`config.mk`:
```
export PLATFORM = sky130hd
export DESIGN_NAME = pixel_to_hex_cell_unit
export DESIGN_NICKNAME = d
export VERILOG_FILES = /design/src/sv/pthc_pkg.sv /design/src/sv/pthc_div.sv /design/src/sv/pixel_to_hex_cell_unit.sv
export SDC_FILE = /design/constraint.sdc
export NUM_CORES = 2
export LEC_CHECK = 0
export BUFFER_PORTS_ARGS = -buffer_cell sky130_fd_sc_hd__buf_4
export CORE_MARGIN = 3
export CORE_UTILIZATION = 50
export CTS_BUF_LIST = sky130_fd_sc_hd__clkbuf_4 sky130_fd_sc_hd__clkbuf_8 sky130_fd_sc_hd__clkbuf_16
export CTS_CLUSTER_SIZE = 12
export DETAILED_ROUTE_END_ITERATION = 7
export PLACE_DENSITY = 0.64
export SYNTH_ARGS = -nofsm -noshare
export SYNTH_HDL_FRONTEND = slang
export SYNTH_SLANG_ARGS = --single-unit
```
`constraint.sdc`:
```
create_clock -name clk -period 7.5 [get_ports clk]
set_input_delay 0.375 -clock clk [delete_from_list [all_inputs] [get_ports clk]]
set_output_delay 0.375 -clock clk [all_outputs]
set_load 0.005 [all_outputs]
```
`src/sv/pthc_pkg.sv`:
```
package pthc_pkg;

  // fixed field widths
  localparam int SCREEN_W     = 16;
  localparam int CUBE_XY_W    = 17;
  localparam int CUBE_Z_W     = 18;
  localparam int MAP_COL_W    = 19;
  localparam int MAP_ROW_W    = 18;
  localparam int OFFSET_COL_W = 19;

  // tile registers and divisors
  localparam int TILE_W = 10;
  localparam int DEN_W  = TILE_W + 2;

  localparam logic [TILE_W-1:0] HEX_WIDTH_RST  = 10'd64;
  localparam logic [TILE_W-1:0] HEX_HEIGHT_RST = 10'd64;

  // register bus
  localparam int APB_DATA_W = 32;
  localparam int APB_ADDR_W = 3;

  typedef enum logic [0:0] {
    REG_HEX_WIDTH  = 1'b0,
    REG_HEX_HEIGHT = 1'b1
  } reg_idx_t;

  localparam int DEF_FRAC_BITS = 8;

  // stages after the divider: signs, sums, abs, round, sign back, rebuild, outputs
  localparam int POST_DIV_STAGES = 7;

  // numerator magnitude width: |2*screen_y| needs SCREEN_W+1 bits, then the fraction
  function automatic int quot_width(int frac_bits);
    return frac_bits + SCREEN_W + 1;
  endfunction

  // accept edge to the edge that loads the result registers
  function automatic int latency(int frac_bits);
    return quot_width(frac_bits) + POST_DIV_STAGES;
  endfunction

endpackage

```
`src/sv/pthc_div.sv`:
```
module pthc_div import pthc_pkg::*; #(
  parameter int NUM_W = quot_width(DEF_FRAC_BITS),
  parameter int TAG_W = 2
) (
  input  logic             clk,
  input  logic             rst,
  input  logic             in_valid,
  input  logic [NUM_W-1:0] num,
  input  logic [DEN_W-1:0] den,
  input  logic [TAG_W-1:0] tag_in,
  output logic             out_valid,
  output logic [NUM_W-1:0] quot,
  output logic [TAG_W-1:0] tag_out
);

  // one quotient bit per stage, restoring long division
  logic             vld   [NUM_W];
  logic [DEN_W-1:0] rem   [NUM_W];
  logic [NUM_W-1:0] nsh   [NUM_W];
  logic [NUM_W-1:0] qacc  [NUM_W];
  logic [TAG_W-1:0] tag_s [NUM_W];

  for (genvar k = 0; k < NUM_W; k++) begin : g_stage
    logic             vld_prev;
    logic [DEN_W-1:0] rem_prev;
    logic [NUM_W-1:0] nsh_prev;
    logic [NUM_W-1:0] q_prev;
    logic [TAG_W-1:0] tag_prev;
    logic [DEN_W:0]   trial;
    logic             ge;

    if (k == 0) begin : g_first
      assign vld_prev = in_valid;
      assign rem_prev = '0;
      assign nsh_prev = num;
      assign q_prev   = '0;
      assign tag_prev = tag_in;
    end else begin : g_chain
      assign vld_prev = vld[k-1];
      assign rem_prev = rem[k-1];
      assign nsh_prev = nsh[k-1];
      assign q_prev   = qacc[k-1];
      assign tag_prev = tag_s[k-1];
    end

    always_comb begin
      trial = {rem_prev, nsh_prev[NUM_W-1]};
      ge    = trial >= {1'b0, den};
    end

    always_ff @(posedge clk) begin
      if (rst) begin
        vld[k] <= 1'b0;
      end else begin
        vld[k] <= vld_prev;
      end
      rem[k]   <= ge ? DEN_W'(trial - {1'b0, den}) : trial[DEN_W-1:0];
      nsh[k]   <= {nsh_prev[NUM_W-2:0], 1'b0};
      qacc[k]  <= {q_prev[NUM_W-2:0], ge};
      tag_s[k] <= tag_prev;
    end
  end

  assign out_valid = vld[NUM_W-1];
  assign quot      = qacc[NUM_W-1];
  assign tag_out   = tag_s[NUM_W-1];

endmodule

```
`src/sv/pixel_to_hex_cell_unit.sv`:
```
// Pixel to hex cell. Each request carries a signed screen position (screen_x, screen_y);
// the block returns the cube cell (cube_x, cube_y, cube_z), the axial map column and row,
// and the offset column. A request is taken on any cycle with start high; busy never rises,
// so one request can enter every clock. Its result appears on the result ports for one
// cycle, marked by done, after the long-division pipeline, one quotient bit per stage over
// FRAC_BITS + 17 stages, followed by seven stages of sign, sum, rounding and rebuild.
// The receiver cannot hold results off; results leave in request order. hex_width and
// hex_height (registers 0 and 1, byte addresses 0 and 4) should only be written while no
// request is in flight. A tile size of zero acts as one.
module pixel_to_hex_cell_unit import pthc_pkg::*; #(
  parameter int FRAC_BITS = DEF_FRAC_BITS
) (
  input  logic                           clk,
  input  logic                           rst,
  // request side
  input  logic                           start,
  output logic                           busy,
  input  logic signed [SCREEN_W-1:0]     screen_x,
  input  logic signed [SCREEN_W-1:0]     screen_y,
  // result side
  output logic                           done,
  output logic signed [CUBE_XY_W-1:0]    cube_x,
  output logic signed [CUBE_XY_W-1:0]    cube_y,
  output logic signed [CUBE_Z_W-1:0]     cube_z,
  output logic signed [MAP_COL_W-1:0]    map_col,
  output logic signed [MAP_ROW_W-1:0]    map_row,
  output logic signed [OFFSET_COL_W-1:0] offset_col,
  // register bus
  input  logic                           psel,
  input  logic                           penable,
  input  logic                           pwrite,
  input  logic [APB_ADDR_W-1:0]          paddr,
  input  logic [APB_DATA_W-1:0]          pwdata,
  output logic [APB_DATA_W-1:0]          prdata,
  output logic                           pready
);

  localparam int NW  = quot_width(FRAC_BITS);   // quotient / numerator width
  localparam int FW  = FRAC_BITS + 19;          // fixed point coordinate width
  localparam int RMW = FW - FRAC_BITS;          // rounded magnitude width
  localparam int RW  = RMW + 1;                 // rounded signed width

  localparam logic [FRAC_BITS:0] ONE_E  = (FRAC_BITS+1)'(1) << FRAC_BITS;
  localparam logic [FRAC_BITS:0] HALF_E = (FRAC_BITS+1)'(1) << (FRAC_BITS - 1);
  localparam logic [FW-1:0]      HALF_F = FW'(HALF_E);

  // ---------------------------------------------------------------------------
  // registers
  // ---------------------------------------------------------------------------
  logic [TILE_W-1:0] hex_width;
  logic [TILE_W-1:0] hex_height;
  logic [DEN_W-1:0]  den_x;     // max(hex_width, 1)
  logic [DEN_W-1:0]  den_y;     // 3 * max(hex_height, 1)
  logic [TILE_W-1:0] wr_tile;
  logic              wr_en;

  assign pready  = 1'b1;
  assign wr_en   = psel && penable && pwrite && pready;
  assign wr_tile = (pwdata[TILE_W-1:0] == '0) ? TILE_W'(1) : pwdata[TILE_W-1:0];

  always_ff @(posedge clk) begin
    if (rst) begin
      hex_width  <= HEX_WIDTH_RST;
      hex_height <= HEX_HEIGHT_RST;
      den_x      <= DEN_W'(HEX_WIDTH_RST);
      den_y      <= DEN_W'({HEX_HEIGHT_RST, 1'b0}) + DEN_W'(HEX_HEIGHT_RST);
    end else if (wr_en) begin
      unique case (reg_idx_t'(paddr[2]))
        REG_HEX_WIDTH: begin
          hex_width <= pwdata[TILE_W-1:0];
          den_x     <= DEN_W'(wr_tile);
        end
        REG_HEX_HEIGHT: begin
          hex_height <= pwdata[TILE_W-1:0];
          den_y      <= DEN_W'({wr_tile, 1'b0}) + DEN_W'(wr_tile);
        end
      endcase
    end
  end

  always_comb begin
    unique case (reg_idx_t'(paddr[2]))
      REG_HEX_WIDTH:  prdata = APB_DATA_W'(hex_width);
      REG_HEX_HEIGHT: prdata = APB_DATA_W'(hex_height);
    endcase
  end

  // no backpressure anywhere: every stage moves every cycle
  assign busy = 1'b0;

  // ---------------------------------------------------------------------------
  // stage 0: magnitudes and signs of the numerators
  // ---------------------------------------------------------------------------
  logic                v0;
  logic [NW-1:0]       num_y0;   // |screen_y| * 2 << FRAC_BITS
  logic [NW-1:0]       num_x0;   // |screen_x| << FRAC_BITS
  logic [1:0]          sgn0;     // {y negative, x negative}
  logic [SCREEN_W-1:0] abs_x;
  logic [SCREEN_W-1:0] abs_y;

  // |-32768| is 0x8000 read as unsigned, which is right
  assign abs_x = screen_x[SCREEN_W-1] ? $unsigned(-screen_x) : $unsigned(screen_x);
  assign abs_y = screen_y[SCREEN_W-1] ? $unsigned(-screen_y) : $unsigned(screen_y);

  always_ff @(posedge clk) begin
    if (rst) begin
      v0 <= 1'b0;
    end else begin
      v0 <= start && !busy;
    end
    num_y0 <= {abs_y, (FRAC_BITS+1)'(0)};
    num_x0 <= {1'b0, abs_x, FRAC_BITS'(0)};
    sgn0   <= {screen_y[SCREEN_W-1], screen_x[SCREEN_W-1]};
  end

  // ---------------------------------------------------------------------------
  // divider pipelines, truncating toward zero on magnitudes
  // ---------------------------------------------------------------------------
  logic          dv;
  logic [NW-1:0] q_y;
  logic [NW-1:0] q_x;
  logic [1:0]    dsgn;

  pthc_div #(.NUM_W(NW), .TAG_W(2)) u_div_y (
    .clk       (clk),
    .rst       (rst),
    .in_valid  (v0),
    .num       (num_y0),
    .den       (den_y),
    .tag_in    (sgn0),
    .out_valid (dv),
    .quot      (q_y),
    .tag_out   (dsgn)
  );

  // same depth as the y lane, so valid and signs come from there
  pthc_div #(.NUM_W(NW), .TAG_W(2)) u_div_x (
    .clk       (clk),
    .rst       (rst),
    .in_valid  (v0),
    .num       (num_x0),
    .den       (den_x),
    .tag_in    (sgn0),
    .out_valid (),
    .quot      (q_x),
    .tag_out   ()
  );

  // ---------------------------------------------------------------------------
  // stage 1: signed quotients a (from y) and b (from x)
  // ---------------------------------------------------------------------------
  logic                 v1;
  logic signed [FW-1:0] a1;
  logic signed [FW-1:0] b1;
  logic signed [FW-1:0] qy_ext;
  logic signed [FW-1:0] qx_ext;

  assign qy_ext = $signed({{(FW-NW){1'b0}}, q_y});
  assign qx_ext = $signed({{(FW-NW){1'b0}}, q_x});

  always_ff @(posedge clk) begin
    if (rst) begin
      v1 <= 1'b0;
    end else begin
      v1 <= dv;
    end
    a1 <= dsgn[1] ? -qy_ext : qy_ext;
    b1 <= dsgn[0] ? -qx_ext : qx_ext;
  end

  // ---------------------------------------------------------------------------
  // stage 2: fractional cube coordinates, index 0 x, 1 y, 2 z
  // ---------------------------------------------------------------------------
  logic                 v2;
  logic signed [FW-1:0] f2 [3];

  always_ff @(posedge clk) begin
    if (rst) begin
      v2 <= 1'b0;
    end else begin
      v2 <= v1;
    end
    f2[0] <= a1 + b1;
    f2[1] <= a1 - b1;
    f2[2] <= -(a1 <<< 1);   // z = -x - y = -2a
  end

  // ---------------------------------------------------------------------------
  // stage 3: sign and magnitude
  // ---------------------------------------------------------------------------
  logic          v3;
  logic          neg3 [3];
  logic [FW-1:0] mag3 [3];

  always_ff @(posedge clk) begin
    if (rst) begin
      v3 <= 1'b0;
    end else begin
      v3 <= v2;
    end
    for (int i = 0; i < 3; i++) begin
      neg3[i] <= f2[i][FW-1];
      mag3[i] <= f2[i][FW-1] ? $unsigned(-f2[i]) : $unsigned(f2[i]);
    end
  end

  // ---------------------------------------------------------------------------
  // stage 4: round half away from zero, rounding error from the fraction
  // ---------------------------------------------------------------------------
  logic               v4;
  logic               neg4  [3];
  logic [RMW-1:0]     rmag4 [3];
  logic [FRAC_BITS:0] err4  [3];
  logic [FRAC_BITS:0] frac3 [3];

  always_comb begin
    for (int i = 0; i < 3; i++) begin
      frac3[i] = {1'b0, mag3[i][FRAC_BITS-1:0]};
    end
  end

  always_ff @(posedge clk) begin
    if (rst) begin
      v4 <= 1'b0;
    end else begin
      v4 <= v3;
    end
    for (int i = 0; i < 3; i++) begin
      neg4[i]  <= neg3[i];
      rmag4[i] <= RMW'((mag3[i] + HALF_F) >> FRAC_BITS);
      // rounded up: error is one minus the fraction, else the fraction
      err4[i]  <= (frac3[i] >= HALF_E) ? ONE_E - frac3[i] : frac3[i];
    end
  end

  // ---------------------------------------------------------------------------
  // stage 5: signed rounded coordinates
  // ---------------------------------------------------------------------------
  logic                 v5;
  logic signed [RW-1:0] r5   [3];
  logic [FRAC_BITS:0]   err5 [3];

  always_ff @(posedge clk) begin
    if (rst) begin
      v5 <= 1'b0;
    end else begin
      v5 <= v4;
    end
    for (int i = 0; i < 3; i++) begin
      r5[i]   <= neg4[i] ? -$signed({1'b0, rmag4[i]}) : $signed({1'b0, rmag4[i]});
      err5[i] <= err4[i];
    end
  end

  // ---------------------------------------------------------------------------
  // stage 6: rebuild the coordinate with the largest error
  // ---------------------------------------------------------------------------
  logic                 v6;
  logic signed [RW-1:0] r6 [3];
  logic                 sel_x;
  logic                 sel_y;

  // ties: x only when strictly largest, then y when strictly above z, else z
  assign sel_x = (err5[0] > err5[1]) && (err5[0] > err5[2]);
  assign sel_y = !sel_x && (err5[1] > err5[2]);

  always_ff @(posedge clk) begin
    if (rst) begin
      v6 <= 1'b0;
    end else begin
      v6 <= v5;
    end
    r6[0] <= sel_x ? -r5[1] - r5[2] : r5[0];
    r6[1] <= sel_y ? -r5[0] - r5[2] : r5[1];
    r6[2] <= (!sel_x && !sel_y) ? -r5[0] - r5[1] : r5[2];
  end

  // ---------------------------------------------------------------------------
  // stage 7: map coordinates and result registers
  // ---------------------------------------------------------------------------
  logic signed [RW-1:0] col6;
  logic signed [RW-1:0] row6;
  logic signed [RW-1:0] ocol6;

  assign col6  = r6[0] + r6[2];
  assign row6  = -r6[2];
  assign ocol6 = col6 + (row6 >>> 1);   // arithmetic shift floors odd negative rows

  always_ff @(posedge clk) begin
    if (rst) begin
      done <= 1'b0;
    end else begin
      done <= v6;
    end
    cube_x     <= r6[0][CUBE_XY_W-1:0];
    cube_y     <= r6[1][CUBE_XY_W-1:0];
    cube_z     <= r6[2][CUBE_Z_W-1:0];
    map_col    <= col6[MAP_COL_W-1:0];
    map_row    <= row6[MAP_ROW_W-1:0];
    offset_col <= ocol6[OFFSET_COL_W-1:0];
  end

endmodule

```
==> summary.md <==
| Metric | Value |
|---|---|
| CTS tree | `done` |
| Final Instance Count excl. Fillers | `11.4k` |
| Hpwl dp | `128000 um` |
| CP Launch Type | `flop` |
| Final period util | `62.2%` |
| Root Driver | `clkbuf_16` |
| Crit path kind | `flop to flop` |
| Worst EP required | `between 8 and 9 ns` |
| Final Slew Violations | `0` |
| CTS Sinks | `2188` |
| Yosys top cell by area | `dfxtp_1` |
| Kind of end point of the critical path | `flop` |
| Main synth FF type | `dfxtp_1` |
| Vias per Instance | `5.18` |
| Die width | `427 um` |
| Share of layout cells above drive strength 1 | `11.5%` |
| Post-synth ARST share | `0%` |
| Number of iterations in the first detailed-routing pass | `5` |
| Status | `completed` |
| Sw Share | `between 30% and 40%` |
| First-pass GRT wire length | `291000 um` |
| Core area | `175000 um^2` |
| Height of the die | `427 um` |
| Min-delay worst type | `primary input to flop` |
| Sequential fraction of the synthesis area | `49.4%` |
| Design area | `101000 um^2` |
| RSZ-0062 raised after global routing | `false` |
| Final Hold Viols | `0` |
| # port buffers | `167` |
| Final nets | `9783` |
| Site row count | `153` |
| Via count | `58.9k` |
| Synth unique cells | `a little under 80` |
| Share of the synthesized area in the top cell type | `49.4%` |
| # Max-Cap Violations | `0` |
| CP Max Fanout | `14` |
| Setup repair bufs after CTS | `0` |
| Initial drt markers | `about 2.7k` |
| Setup TNS | `0 ns` |
| Area Growth Syn to Fin | `13.5%` |
| Worst Path Arrival | `~5.4 ns` |
| CP Cell Sequence | `inv_1 -> buf_4 -> ha_1 -> nor2b_1 -> o21ai_0 -> a21boi_0 -> o21ai_0 -> a21boi_0 -> o21ai_0 -> o22ai_1 -> o41ai_1 -> a31oi_1 -> mux2_2` |
| Syn Inst Count | `roughly 8.5k` |
| P per Cell Area | `between 400 and 500 nW/um^2` |
| Yosys reg bits | `between 2k and 2.5k` |
| Initial Util | `50.7%` |
| Global placement routability congestion | `0.865` |
| Post-synth EDFFs | `0` |
| Headroom to the max-slew limit | `11.8%` |
| Worst Tran Pin Value | `1.32 ns` |
| Routed WL | `179000 um` |
| Most frequent CP cell | `o21ai_0` |
| Main area contributors after synthesis | `dfxtp_1 49%, ha_1 10%, xnor2_1 5.3%` |
| Cell Area, Synth | `about 89000 um^2` |
| Crit-path max cell delay | `0.98 ns` |
| Post_cts resized | `0` |
| Pint | `about 32 mW` |
| Register share of total power | `36.6%` |
| Dpl cells | `approximately 11k` |
| Fmax | `214 MHz` |
| GRT Residual Overflow | `0` |
| Maximum vdd drop | `243 uV` |
| Switch Pwr | `17.7 mW` |
| Skew-Pair Late Insertion Delay | `0.88 ns` |
| Io pins | `216` |
| Largest net degree at the start of global routing | `72` |
| DRC viols | `0` |
| Final min period | `4.67 ns` |
| Synth warn | `0` |
| Clock share of power | `21.5%` |
| Routed len/inst | `15.7 um` |
| Clock-pin slew on the worst setup and hold paths | `0.06 ns` |
| Vias in the first global route | `58.7k` |
| Syn Area/Cell | `10.4 um^2` |
| Register area | `between 40000 and 50000 um^2` |
| Worst path slowest cell | `a31oi_1` |
| CTS Buffer Depth | `3` |
| Inserted Clock Buffers | `between 200 and 250` |
| Die area | `approximately 180000 um^2` |
| Clock Skews | `0.0693 ns` |
| Filler Cell Count | `between 10k and 15k` |
| Setup violations, final | `0` |
| H-tree depth | `4` |
| Post-DRT Antenna Nets | `0` |
| Power share of the combinational group | `41.9%` |
| Post-DP Area | `~90000 um^2` |
| Static Leakage | `42.9 nW` |
| Multi-input logic area | `42400 um^2` |
| All-Layer GR Usage | `19.4%` |
| Antenna violations before repair | `0` |
[timing repair]
item	4_1_cts	5_1_grt
hold buffers	70	0
endpoints found under the hold margin	70	0
setup endpoints to repair	0	0
[worst max-delay path: cells and delay by family (launching register included)]
family,cells,cell delay [ns]
flops,1,0.32
fa+ha+maj,1,0.21
buf+inv,2,1.19
compound gates,8,2.26
mux,1,0.43
simple gates,1,0.12
[routing by layer]
metal,wire length [um],up-vias,track usage (%)
met2,83400,972,33.3
li1,-,30200,-
met1,83600,27400,25.1
met5,0,-,0
met3,6640,315,2.93
met4,4950,0,6.36
[placed cells by master (no fill, tap or decap), types with 34 or more instances in the layout]
| cell | instances |
|---|---|
| o31ai_1 | 108 |
| buf_4 | 203 |
| o31a_1 | 48 |
| or3_1 | 74 |
| clkbuf_16 | 224 |
| a21boi_0 | 136 |
| nand3_1 | 114 |
| mux2_2 | 402 |
| a21oi_1 | 270 |
| clkbuf_4 | 43 |
| nor2b_1 | 193 |
| o21ai_0 | 432 |
| fa_1 | 54 |
| o21bai_1 | 55 |
| nor2_1 | 637 |
| a211oi_1 | 92 |
| nand4_1 | 124 |
| xor2_1 | 131 |
| dfxtp_1 | 2184 |
| o21a_1 | 65 |
| nor4_1 | 49 |
| mux2i_1 | 113 |
| or4_1 | 44 |
| ha_1 | 743 |
| nand2b_1 | 112 |
| nor3_1 | 152 |
| inv_1 | 516 |
| nand2_1 | 559 |
| a21o_1 | 110 |
| nor4b_1 | 34 |
| xnor2_1 | 535 |
| dlygate4sd3_1 | 70 |
[path summary, 6_finish.rpt]
path	from	end	slack [ns]	cells past startpoint
worst min register to register	u_div_x.qacc[3][84]	u_div_x.qacc[4][10]	0.27	0
worst min-delay path	rst	v6	0.07	2
worst max register to register	den_y[1]	u_div_y.rem[1][50]	2.83	13
worst max-delay path	den_y[1]	u_div_y.rem[1][50]	2.83	13
[through the flow]
| stage | hold slack (ns) | worst slack [ns] | power (mW) | util [%] |
|---|---|---|---|---|
| after floorplan | 0.310 | 2.36 | 34.1 | - |
| after global placement | 0.310 | 2.94 | 38.9 | 52.9 |
| after detailed placement | 0.312 | 2.89 | 39.3 | 52.9 |
| after CTS | 0.00380 | 2.86 | 50.5 | 57.5 |
| after global routing | 0.0629 | 2.40 | 54.1 | 57.5 |
| final | 0.0711 | 2.83 | 50.1 | 57.5 |
[state kept, by name (all words and copies together) (netlist names), 27 cells and up]
signal / count
u_div_y.rem: 288
u_div_x.rem: 287
r6: 56
rmag4: 57
a1: 27
u_div_y.nsh: 120
u_div_x.qacc: 325
u_div_y.tag_s: 50
mag3: 79
b1: 27
u_div_x.nsh: 136
r5: 60
f2: 79
u_div_y.qacc: 325
[layout make-up]
type | count | share of cell area (%)
repair buffers | 273 | 2.21
inverters | 524 | 1.95
well taps | 2325 | 2.89
multi-input cells | 5702 | 42.1
clock inverters | 60 | 1.00
diodes | 1 | 0.00248
clock buffers | 298 | 6.31
flip-flops and latches | 2188 | 43.5
[Yosys cell counts (110+ instances only)]
library cell,number
a21o_1,110
a21oi_1,271
nor2_1,638
nand2_1,559
ha_1,743
o21ai_0,433
xor2_1,131
nand3_1,114
mux2i_1,113
nor3_1,152
nor2b_1,193
mux2_2,402
nand4_1,124
a21boi_0,136
inv_1,522
xnor2_1,535
dfxtp_1,2188
nand2b_1,112
[power groups by stage]
stage          Sequential [mW]  Clock [mW]  Combinational (mW)
4_1_cts                   18.3        11.1                21.0
5_1_grt                   18.8        11.6                23.7
6_report                  18.3        10.8                21.0
3_3_place_gp              18.5           0                20.4
3_5_place_dp              18.6           0                20.8
2_1_floorplan             17.5           0                16.6
[cells by family after synthesis]
group                      after synthesis  share of synthesized area (%)
other                                    2                        0.00846
buffers and inverters                  665                           2.94
DFF                                   2188                           49.4
adders and majority gates              797                           11.7
muxes                                  515                           6.38
xor gates and xnor gates               668                           6.63
and+or+nand+nor                       2209                           12.1
AOI/OAI and AO/OA                     1486                           10.9
Note: power is estimated with default switching activity, not from simulation.
